===== src/rtl/core/bsfd_pkg.sv =====
// Shared types and constants for the bit-sync and FEC mode detector.
package bsfd_pkg;

  localparam int unsigned SYNC_BITS = 48;
  localparam int unsigned MODE_BITS = 32;
  localparam int unsigned POS_BITS  = 16;
  localparam int unsigned CFG_BITS  = 48;
  localparam int unsigned CFG_IDX_BITS = 2;
  localparam int unsigned CNT_BITS  = 6;

  localparam logic [SYNC_BITS-1:0] SYNC_RESET  = 48'hEB90B433AAAA;
  localparam logic [MODE_BITS-1:0] MODE0_RESET = 32'h352EF853;
  localparam logic [MODE_BITS-1:0] MODE1_RESET = 32'h5898233E;
  localparam logic [MODE_BITS-1:0] MODE2_RESET = 32'hEE434E88;

  localparam logic [CFG_IDX_BITS-1:0] REG_SYNC  = 2'd0;
  localparam logic [CFG_IDX_BITS-1:0] REG_MODE0 = 2'd1;
  localparam logic [CFG_IDX_BITS-1:0] REG_MODE1 = 2'd2;
  localparam logic [CFG_IDX_BITS-1:0] REG_MODE2 = 2'd3;

  localparam logic [1:0] KIND_MODE    = 2'd0;
  localparam logic [1:0] KIND_BYTE    = 2'd1;
  localparam logic [1:0] KIND_NO_SYNC = 2'd2;
  localparam logic [1:0] KIND_SHORT   = 2'd3;

  localparam logic [1:0] FEC_MODE0   = 2'd0;
  localparam logic [1:0] FEC_MODE1   = 2'd1;
  localparam logic [1:0] FEC_MODE2   = 2'd2;
  localparam logic [1:0] FEC_UNKNOWN = 2'd3;

  typedef struct packed {
    logic bit_in;
    logic end_of_stream;
  } in_beat_t;

  typedef struct packed {
    logic [1:0]          kind;
    logic [1:0]          fec_mode;
    logic [7:0]          data_byte;
    logic [POS_BITS-1:0] sync_position;
    logic                last;
  } out_beat_t;

  typedef struct packed {
    logic       sync_eq;
    logic [2:0] mode_eq;
  } cell_eq_t;

endpackage


===== src/rtl/core/bsfd_cell.sv =====
// One history cell: holds a stream bit, passes it on, compares the incoming bit.
module bsfd_cell (
  input  logic                clk_i,
  input  logic                rst_ni,
  input  logic                en_i,
  input  logic                clr_i,
  input  logic                bit_i,
  input  logic                sync_bit_i,
  input  logic [2:0]          mode_bits_i,
  output logic                bit_o,
  output bsfd_pkg::cell_eq_t  eq_o
);

  logic bit_q;
  logic bit_d;

  always_comb begin
    bit_d = bit_q;
    if (en_i) begin
      bit_d = clr_i ? 1'b0 : bit_i;
    end
  end

  always_ff @(posedge clk_i or negedge rst_ni) begin
    if (!rst_ni) begin
      bit_q <= 1'b0;
    end else begin
      bit_q <= bit_d;
    end
  end

  assign bit_o          = bit_q;
  assign eq_o.sync_eq   = (bit_i == sync_bit_i);
  assign eq_o.mode_eq   = ~(mode_bits_i ^ {3{bit_i}});

endmodule


===== src/rtl/core/bit_sync_and_fec_mode_detector.sv =====
// Top level: bit-sync search, FEC mode word check and payload byte packing.
// A result beat is registered and appears in the cycle after the bit that causes it.
// Throughput: one bit per cycle unless stalled; the history is a 48-cell shift chain
// whose incoming bits are compared in parallel to the sync pattern and mode words.
// The output register refills while its beat is being taken, so no bubbles.
// Reset (rst_ni low, async): registers to defaults, history and stream state cleared.
module bit_sync_and_fec_mode_detector (
  input  logic                                  clk_i,
  input  logic                                  rst_ni,
  input  logic                                  in_valid_i,
  output logic                                  in_stall_o,
  input  bsfd_pkg::in_beat_t                    in_data_i,
  output logic                                  out_valid_o,
  input  logic                                  out_stall_i,
  output bsfd_pkg::out_beat_t                   out_data_o,
  input  logic                                  cfg_we_i,
  input  logic [bsfd_pkg::CFG_IDX_BITS-1:0]     cfg_idx_i,
  input  logic [bsfd_pkg::CFG_BITS-1:0]         cfg_data_i
);

  typedef enum logic [1:0] {
    PH_SEARCH,
    PH_MODE,
    PH_DATA
  } phase_e;

  localparam int unsigned SB = bsfd_pkg::SYNC_BITS;
  localparam int unsigned MB = bsfd_pkg::MODE_BITS;
  localparam int unsigned PB = bsfd_pkg::POS_BITS;
  localparam int unsigned CB = bsfd_pkg::CNT_BITS;

  logic [SB-1:0] sync_q;
  logic [MB-1:0] mode0_q, mode1_q, mode2_q;

  phase_e        phase_q, phase_d;
  logic [PB-1:0] seen_q, seen_d;
  logic [PB-1:0] pos_q, pos_d;
  logic [CB-1:0] cnt_q, cnt_d;
  logic [7:0]    acc_q, acc_d;

  logic                out_valid_q, out_valid_d;
  bsfd_pkg::out_beat_t out_q, out_d;

  logic                accept;
  logic                eos;
  logic [SB-1:0]       chain_bits;
  bsfd_pkg::cell_eq_t  cell_eq [SB];
  logic [SB-1:0]       sync_eq_v;
  logic [SB-1:0]       m0_eq_v, m1_eq_v, m2_eq_v;
  logic                sync_hit;

  logic                res_valid;
  bsfd_pkg::out_beat_t res;
  logic [PB-1:0]       seen_inc;
  logic [CB-1:0]       cnt_inc;
  logic [7:0]          acc_new;
  logic [3:0]          pad_sh;

  assign in_stall_o = out_valid_q && out_stall_i;
  assign accept     = in_valid_i && !in_stall_o;
  assign eos        = in_data_i.end_of_stream;

  // history chain, cell 0 holds the newest bit
  for (genvar i = 0; i < SB; i++) begin : g_cell
    logic       cell_in;
    logic [2:0] mbits;
    if (i == 0) begin : g_head
      assign cell_in = in_data_i.bit_in;
    end else begin : g_link
      assign cell_in = chain_bits[i-1];
    end
    if (i < MB) begin : g_mode
      assign mbits = {mode2_q[i], mode1_q[i], mode0_q[i]};
    end else begin : g_nomode
      assign mbits = 3'b000;
    end
    bsfd_cell u_cell (
      .clk_i       (clk_i),
      .rst_ni      (rst_ni),
      .en_i        (accept),
      .clr_i       (eos),
      .bit_i       (cell_in),
      .sync_bit_i  (sync_q[i]),
      .mode_bits_i (mbits),
      .bit_o       (chain_bits[i]),
      .eq_o        (cell_eq[i])
    );
    assign sync_eq_v[i] = cell_eq[i].sync_eq;
    assign m0_eq_v[i]   = cell_eq[i].mode_eq[0];
    assign m1_eq_v[i]   = cell_eq[i].mode_eq[1];
    assign m2_eq_v[i]   = cell_eq[i].mode_eq[2];
  end

  assign sync_hit = &sync_eq_v;
  assign seen_inc = (seen_q != {PB{1'b1}}) ? seen_q + 1'b1 : seen_q;
  assign cnt_inc  = cnt_q + 1'b1;
  assign acc_new  = {acc_q[6:0], in_data_i.bit_in};
  assign pad_sh   = 4'd8 - cnt_inc[3:0];

  always_comb begin
    phase_d   = phase_q;
    seen_d    = seen_q;
    pos_d     = pos_q;
    cnt_d     = cnt_q;
    acc_d     = acc_q;
    res_valid = 1'b0;
    res       = '0;
    if (accept) begin
      seen_d = seen_inc;
      case (phase_q)
        PH_MODE: begin
          cnt_d = cnt_inc;
          if (cnt_inc == CB'(MB)) begin
            res_valid         = 1'b1;
            res.kind          = bsfd_pkg::KIND_MODE;
            res.sync_position = pos_q;
            res.last          = eos;
            if (&m0_eq_v[MB-1:0]) begin
              res.fec_mode = bsfd_pkg::FEC_MODE0;
            end else if (&m1_eq_v[MB-1:0]) begin
              res.fec_mode = bsfd_pkg::FEC_MODE1;
            end else if (&m2_eq_v[MB-1:0]) begin
              res.fec_mode = bsfd_pkg::FEC_MODE2;
            end else begin
              res.fec_mode = bsfd_pkg::FEC_UNKNOWN;
            end
            phase_d = PH_DATA;
            cnt_d   = '0;
          end else if (eos) begin
            res_valid         = 1'b1;
            res.kind          = bsfd_pkg::KIND_SHORT;
            res.sync_position = pos_q;
            res.last          = 1'b1;
          end
        end
        PH_DATA: begin
          acc_d = acc_new;
          cnt_d = cnt_inc;
          if (cnt_inc == CB'(8) || eos) begin
            res_valid         = 1'b1;
            res.kind          = bsfd_pkg::KIND_BYTE;
            res.data_byte     = acc_new << pad_sh;
            res.sync_position = pos_q;
            res.last          = eos;
            acc_d             = '0;
            cnt_d             = '0;
          end
        end
        default: begin
          if (seen_inc >= PB'(SB) && sync_hit) begin
            pos_d   = (seen_inc == {PB{1'b1}}) ? seen_inc : seen_inc - PB'(SB);
            phase_d = PH_MODE;
            cnt_d   = '0;
            if (eos) begin
              res_valid         = 1'b1;
              res.kind          = bsfd_pkg::KIND_SHORT;
              res.sync_position = pos_d;
              res.last          = 1'b1;
            end
          end else if (eos) begin
            res_valid = 1'b1;
            res.kind  = bsfd_pkg::KIND_NO_SYNC;
            res.last  = 1'b1;
          end
        end
      endcase
      if (eos) begin
        phase_d = PH_SEARCH;
        seen_d  = '0;
        pos_d   = '0;
        cnt_d   = '0;
        acc_d   = '0;
      end
    end
  end

  always_comb begin
    out_valid_d = out_valid_q;
    out_d       = out_q;
    if (accept && res_valid) begin
      out_valid_d = 1'b1;
      out_d       = res;
    end else if (!out_stall_i) begin
      out_valid_d = 1'b0;
    end
  end

  always_ff @(posedge clk_i or negedge rst_ni) begin
    if (!rst_ni) begin
      sync_q      <= bsfd_pkg::SYNC_RESET;
      mode0_q     <= bsfd_pkg::MODE0_RESET;
      mode1_q     <= bsfd_pkg::MODE1_RESET;
      mode2_q     <= bsfd_pkg::MODE2_RESET;
      phase_q     <= PH_SEARCH;
      seen_q      <= '0;
      pos_q       <= '0;
      cnt_q       <= '0;
      acc_q       <= '0;
      out_valid_q <= 1'b0;
      out_q       <= '0;
    end else begin
      if (cfg_we_i) begin
        case (cfg_idx_i)
          bsfd_pkg::REG_SYNC:  sync_q  <= cfg_data_i[SB-1:0];
          bsfd_pkg::REG_MODE0: mode0_q <= cfg_data_i[MB-1:0];
          bsfd_pkg::REG_MODE1: mode1_q <= cfg_data_i[MB-1:0];
          bsfd_pkg::REG_MODE2: mode2_q <= cfg_data_i[MB-1:0];
          default: ;
        endcase
      end
      phase_q     <= phase_d;
      seen_q      <= seen_d;
      pos_q       <= pos_d;
      cnt_q       <= cnt_d;
      acc_q       <= acc_d;
      out_valid_q <= out_valid_d;
      out_q       <= out_d;
    end
  end

  assign out_valid_o = out_valid_q;
  assign out_data_o  = out_q;

endmodule


===== config.mk =====
export PLATFORM = sky130hd
export DESIGN_NAME = bit_sync_and_fec_mode_detector
export DESIGN_NICKNAME = d
export VERILOG_FILES = /design/src/rtl/core/bsfd_pkg.sv /design/src/rtl/core/bsfd_cell.sv /design/src/rtl/core/bit_sync_and_fec_mode_detector.sv
export SDC_FILE = /design/constraint.sdc
export NUM_CORES = 1
export LEC_CHECK = 0
export BUFFER_PORTS_ARGS = -buffer_cell sky130_fd_sc_hd__buf_2
export CAP_MARGIN = 30
export CORE_MARGIN = 1
export CORE_UTILIZATION = 35
export CTS_CLUSTER_SIZE = 20
export DETAILED_ROUTE_END_ITERATION = 6
export GPL_ROUTABILITY_DRIVEN = 0
export HOLD_SLACK_MARGIN = 0.06
export PLACE_DENSITY_LB_ADDON = 0.25
export SLEW_MARGIN = 20
export SYNTH_ARGS = -nofsm -noshare
export SYNTH_HDL_FRONTEND = slang
export SYNTH_SLANG_ARGS = --single-unit

===== constraint.sdc =====
create_clock -name clk_i -period 7.1 [get_ports clk_i]
set_input_delay 1.065 -clock clk_i [delete_from_list [all_inputs] [get_ports clk_i]]
set_output_delay 1.065 -clock clk_i [all_outputs]
set_load 0.01 [all_outputs]

# Word level (Yosys, flattened, before mapping)
# Index checks and enable logic that the tools add are counted.
[op_classes] addsub=4 n_lt_le_gt_ge=1 n_eq_ne=61 shifts=1 muxes=92 bitwise_logic=64 n_reduce_logical=24
[op_table] cell="two-way mux 16 bit" n=7
[op_table] cell="NOT 3 bit" n=32
[op_table] cell="AND reduction 32 bit" n=3
[op_table] cell="XOR 3 bit" n=32
[op_table] cell="two-way mux 1 bit" n=56
[op_table] cell="two-way mux 17 bit" n=3
[op_table] cell="equality test 1 bit" n=48
[op_table] cell="AND reduction 48 bit" n=1
[op_table] cell="one-hot mux 17 bit (2 select lines)" n=1
[op_table] cell="two-way mux 29 bit" n=1
[op_table] cell="two-way mux 25 bit" n=1
[op_table] cell="two-way mux 6 bit" n=4
[op_table] cell="two-way mux 2 bit" n=11
[op_table] cell="two-way mux 7 bit" n=3
[op_table] cell="adder 16 x 1 -> 16 bit, second input constant" n=1
[op_table] cell="equality test 16 bit, second input constant" n=1
[op_table] cell="greater-or-equal comparator 16 x 6 -> 1 bit, second input constant" n=1
[op_table] cell="inequality test 16 bit, second input constant" n=1
[op_table] cell="subtractor 16 x 6 -> 16 bit, second input constant" n=1
[op_table] cell="one-hot mux 6 bit (2 select lines)" n=1
[op_table] cell="AND reduction 2 bit" n=6
[op_table] cell="two-way mux 8 bit" n=1
[op_table] cell="one-hot mux 2 bit (2 select lines)" n=2
[op_table] cell="left shift 8 x 4 -> 8 bit" n=1
[op_table] cell="other kinds (20)" n=28
[word_totals] reg_bits=268 in_bits=57 output_inout_bits=31 word_cells=309

# Depth between registers and ports, before layout
[depth] depth_word=9 depth_mapped=15 ltp_nobuf=13

# By module
# Synthesis repeated with hierarchy kept, for this count alone.
[hier_totals] hier_cells=1333 hier_area_um2=14889.3
[by_module_without_submodules] mod="bit_sync_and_fec_mode_detector" instances=1 cells_each=901 area_each_um2=10685.2 seq_area_each_um2=5617.9
[by_module_without_submodules] mod="bsfd_cell" instances=48 cells_each=9 area_each_um2=87.6 seq_area_each_um2=25.0

# Least setup slack after synthesis
# Ideal clock, no wire load.
[synth_timing] path_type="reg-to-reg" start="register seen_q[1]" end="register out_q, in the netlist out_data_o[10]" setup_ps=127 t_arrival_ps=3233 required_ps=6973 slack_ps=3740 stages_incl_launch_ff=16 n_path_buf=4 period_less_slack_ps=3360 cell_sequence="dfrtp_1 -> ha_1 -> buf_2 -> and3_1 -> buf_4 -> nand4_1 -> nand3_1 -> xnor2_1 -> ha_1 -> or3_1 -> buf_2 -> nor4_4 -> nor4_4 -> buf_6 -> a221oi_1 -> nor2_1"
[synth_between] elab_chain_cells=8 elab_cells_between_ends=12 classes_between="add/sub (2); order compare (1); eq/ne (2); mux (6); reduce/logical (1)"
[synth_rtl] element="from (decl)" line_no="bit_sync_and_fec_mode_detector.sv:36" rtl="logic [PB-1:0] seen_q, seen_d;"
[synth_rtl] element="from (signal assigned)" line_no="bit_sync_and_fec_mode_detector.sv:212" rtl="seen_q <= seen_d;"
[synth_rtl] element="adder 16 x 1 -> 16 bit or inequality test 16 bit (tied branches)" line_no="bit_sync_and_fec_mode_detector.sv:95" rtl="assign seen_inc = (seen_q != {PB{1'b1}}) ? seen_q + 1'b1 : seen_q;"
[synth_rtl] element="two-way mux 16 bit (*)" line_no="bit_sync_and_fec_mode_detector.sv:95"
[synth_rtl] element="subtractor 16 x 6 -> 16 bit or equality test 16 bit (tied branches)" line_no="bit_sync_and_fec_mode_detector.sv:151" rtl="pos_d = (seen_inc == {PB{1'b1}}) ? seen_inc : seen_inc - PB'(SB);"
[synth_rtl] element="two-way mux 16 bit" line_no="bit_sync_and_fec_mode_detector.sv:151"
[synth_rtl] element="two-way mux 17 bit" line_no="bit_sync_and_fec_mode_detector.sv:154" rtl="if (eos) begin"
[synth_rtl] element="two-way mux 16 bit (*)" line_no="bit_sync_and_fec_mode_detector.sv:150" rtl="if (seen_inc >= PB'(SB) && sync_hit) begin"
[synth_rtl] element="one-hot mux 17 bit (2 select lines) (*)" line_no="bit_sync_and_fec_mode_detector.sv:110" rtl="case (phase_q)"
[synth_rtl] element="two-way mux 29 bit (*)" line_no="bit_sync_and_fec_mode_detector.sv:108" rtl="if (accept) begin"
[synth_rtl] element="to (signal assigned)" line_no="bit_sync_and_fec_mode_detector.sv:217" rtl="out_q <= out_d;"
[synth_rtl] element="to (decl)" line_no="bit_sync_and_fec_mode_detector.sv:42" rtl="bsfd_pkg::out_beat_t out_q, out_d;"
# Every way passes the cells marked *; elsewhere a longest branch is shown, timed or not.
# A chain may end at the register's enable or synchronous reset.

# Worst setup path in the final report
[layout_timing] start="register seen_q[0]" end="register pos_q[14]"
[layout_between] elab_chain_cells=7 elab_cells_between_ends=13 classes_between="add/sub (2); order compare (1); eq/ne (2); mux (5); reduce/logical (3)"
[layout_rtl] element="adder 16 x 1 -> 16 bit or inequality test 16 bit (tied branches)" line_no="bit_sync_and_fec_mode_detector.sv:95"
[layout_rtl] element="two-way mux 16 bit (*)" line_no="bit_sync_and_fec_mode_detector.sv:95"
[layout_rtl] element="subtractor 16 x 6 -> 16 bit or equality test 16 bit (tied branches)" line_no="bit_sync_and_fec_mode_detector.sv:151"
[layout_rtl] element="two-way mux 16 bit" line_no="bit_sync_and_fec_mode_detector.sv:151"
[layout_rtl] element="two-way mux 16 bit" line_no="bit_sync_and_fec_mode_detector.sv:150"
[layout_rtl] element="two-way mux 16 bit" line_no="bit_sync_and_fec_mode_detector.sv:110"
[layout_rtl] element="two-way mux 16 bit" line_no="bit_sync_and_fec_mode_detector.sv:167" rtl="if (eos) begin"
[layout_rtl] element="to (signal assigned)" line_no="bit_sync_and_fec_mode_detector.sv:213" rtl="pos_q <= pos_d;"
[layout_rtl] element="to (decl)" line_no="bit_sync_and_fec_mode_detector.sv:37" rtl="logic [PB-1:0] pos_q, pos_d;"
# Every way passes the cells marked *; elsewhere a longest branch is shown, timed or not. The select of a mux whose other input is x is not followed.

==> impl_metrics.tcl <==
set metrics [dict create \
    grt_pass1_wl_um 54240 \
    firstDrtPassIters 5 \
    start_util 0.3574 \
    setup_viol 0 \
    async_flop_share 1.000 \
    cts_tree "done" \
    grt_overflow 0 \
    port_buffers 87 \
    worstReg2RegStart "seen_q[0]" \
    drv_slew 0 \
    crit_type "reg2reg" \
    p_leak_uw 0.006580 \
    max_stage_delay_ps 530 \
    rows 71 \
    synth_area_leader_cell "dfrtp_1" \
    worstPathRequired_ps 7590 \
    routed_via_density 5.090 \
    dieArea_um2 39440 \
    fin_cells 1806 \
    synth_edf_count 0 \
    grt_use_total 0.1786 \
    syn_area_per_cell_um2 10.94 \
    crit_start "seen_q[0]" \
    cts_hold_buffers 0 \
    h-tree-depth 1 \
    yosysUniqueCellTypes 68 \
    status "complete, no violations" \
    dr.first_iter.drc_count 574 \
    grt_setup_unrepaired "no" \
    path_cells "ha_1, and3_1, nand4_1, nand3_1, xnor2_1, ha_1, or3_1, nor4_4, nor3_2, o21ai_4, o2bb2ai_1" \
    startpoint_type "flip-flop" \
    placed_cells 1747 \
    io_pins 88 \
    maxCapViolCount 0 \
    wirelength_um 34270 \
    dieWidth_um 198.6 \
    fmax_mhz 235.2 \
    clk_latency_ps 580 \
    synthFlopType "dfrtp_1" \
    die_h_um 198.6 \
    grt_max_degree 172 \
    max_slew_margin 0.2649 \
    cts_num_sinks 268 \
    post-cts-setup-buffer-count 0 \
    drc 0 \
    cts_root_buffer "clkbuf_16" \
    netlist_instances 1237 \
    cts.repair.resized 0 \
    vias 9192 \
    antenna_found_initial 2 \
    worstMarginPinSlew_ps 1103 \
    critPathMaxFanout 16 \
    ys_warn_count 0 \
    min_period_ps 4252 \
    synth_area_um2 13530 \
    ant_nets 0 \
    cpMostUsedCell "ha_1" \
    clk_pin_slew_ps 60 \
    cp-end-kind "flip-flop" \
    synth_seq_area_share 0.5023 \
    syn_nets 1299 \
    synth_top_area_frac 0.3663 \
    dp_hpwl_um 23210 \
    clock_skew_ps 11.72 \
    synthTopCellsByArea "dfrtp_1, dfstp_2, mux2_2" \
    hp-class "in2async" \
    clockBufferDepth 3 \
    drive_gt1_frac 0.3091 \
    finalSetupTns_ps 0 \
    period_share 0.5988 \
    cp_data_arrival_time_ps 4740 \
    syn_to_final_growth_pct 14.38 \
    core_um2 37840 \
    power_density_nw_per_um2 299.7 \
    wl_per_cell_um 18.97 \
    ys_ff_latch 268 \
    cts_made_buffers 30 \
    peakVddDrop_mv 0.2100 \
    hold_viol 0 \
    grt_pass1_vias 9048 \
    finalNetCount 1332 \
    cpMaxStageDelayCell "dfrtp_1" \
]
[state kept, by name (all words and copies together), names as in the netlist]
name,cells
out_data_o,29
sync_q,48
mode1_q,32
acc_q,7
out_valid_o,1
mode2_q,32
g_cell.u_cell.bit_o,47
mode0_q,32
seen_q,16
phase_q,2
cnt_q,6
pos_q,16
[synthesized netlist by cell type, types with 7 or more instances]
| master | instances |
|---|---|
| o21ai_0 | 71 |
| nand4_1 | 22 |
| o31ai_1 | 17 |
| dfrtp_1 | 198 |
| a21oi_1 | 29 |
| mux2_2 | 146 |
| nand2_1 | 168 |
| nor4_1 | 33 |
| buf_1 | 13 |
| dfstp_2 | 70 |
| buf_2 | 9 |
| a221oi_1 | 9 |
| xnor2_1 | 58 |
| nand3_1 | 20 |
| xor2_1 | 106 |
| nor2_1 | 52 |
| nor3_1 | 7 |
| inv_1 | 9 |
| clkbuf_1 | 69 |
| o21ai_1 | 8 |
| a32o_1 | 9 |
| nand2b_1 | 9 |
| o2bb2ai_1 | 7 |
| mux2i_1 | 7 |
[routing by layer]
metal | global-route usage | part of all wire | vias up
met5 | 0 | 0.00026 | -
met2 | 0.2839 | 0.46 | 161
li1 | - | - | 4387
met1 | 0.2527 | 0.48 | 4599
met3 | 0.02984 | 0.039 | 43
met4 | 0.04245 | 0.021 | 2
[area by class of cell]
cell class	instances	area, µm²
well taps	511	639.4
clock buffers	42	875.8
diodes	1	2.502
multi-input cells	862	6321
inverters	10	37.54
flip-flops and latches	268	6794
fillers	3728	22370
clock inverters	14	230.2
repair buffers	98	571.8
[power by group]
part	leakage [µW]	switching [µW]	total, µW	internal [µW]
clock network	0.000542	664	1710	1040
registers	0.00330	185	2010	1820
logic	0.00274	521	922	401
[worst paths after layout]
kind / cells past startpoint / slack (ps) / to
min reg2reg: 2 / 470 / acc_q[6]
max in group asynchronous: 2 / 5060 / sync_q[27]
max: 11 / 2850 / pos_q[14]
min in group clk_i: 2 / 470 / acc_q[6]
max reg2reg: 11 / 2850 / pos_q[14]
min: 1 / 460 / out_data_o[18]
[cell usage in the layout (no fill, tap or decap), types with 4 or more instances in the layout]
master     count
xnor2_1       58
nor2_1        52
nand2b_1       9
o21ai_1        8
o21ai_0       71
and4_1         4
o31ai_1       17
dfrtp_1      198
nand4_1       22
clkbuf_1       4
clkbuf_16     30
buf_4          7
mux2i_1        7
a221oi_1       9
a32o_1         9
mux2_2       146
nor3_1         7
dfstp_2       70
nor4_1        33
o2bb2ai_1      7
nand3_1       19
ha_1           5
buf_2         86
bufinv_16      5
a21oi_1       29
or3_1          4
mux4_2         5
xor2_1       106
clkbuf_8       9
inv_1          9
clkinv_2       5
nor2b_1        4
nand2_1      167
[per-stage QoR]
| stage | cell area (µm²) | setup slack, ps | hold slack (ps) | total power, µW | utilization |
|---|---|---|---|---|---|
| final | 15470 | 2848 | 463.9 | 4638 | 0.4088 |
| after global routing | 15470 | 2518 | 488.1 | 4884 | 0.4088 |
| after CTS | 15440 | 2901 | 466.8 | 4696 | 0.4079 |
| after detailed placement | 14330 | 2932 | 453.2 | 2962 | 0.3787 |
| after global placement | 14310 | 3136 | 446.8 | 2942 | 0.3781 |
| after floorplan | 13530 | 3740 | 434.0 | 2624 | - |
[cells by family after synthesis]
family | Yosys count | share of synthesized area
buffers and inverters | 107 | 0.03302
multiplexers | 158 | 0.1350
AO/OA/AOI/OAI | 181 | 0.08639
AND/OR/NAND/NOR | 354 | 0.1325
adder cells (fa/ha/maj) | 5 | 0.004625
XOR/XNOR | 164 | 0.1062
flip-flops | 268 | 0.5023
[worst max-delay path: cells and delay by family, from the launching register on]
family | cells | cell delay [ps]
AND/OR/NAND/NOR | 6 | 2180
adder cells (fa/ha/maj) | 2 | 700
AO/OA/AOI/OAI | 2 | 620
flip-flops | 1 | 530
XOR/XNOR | 1 | 120
(Power assumes the default switching activity.)
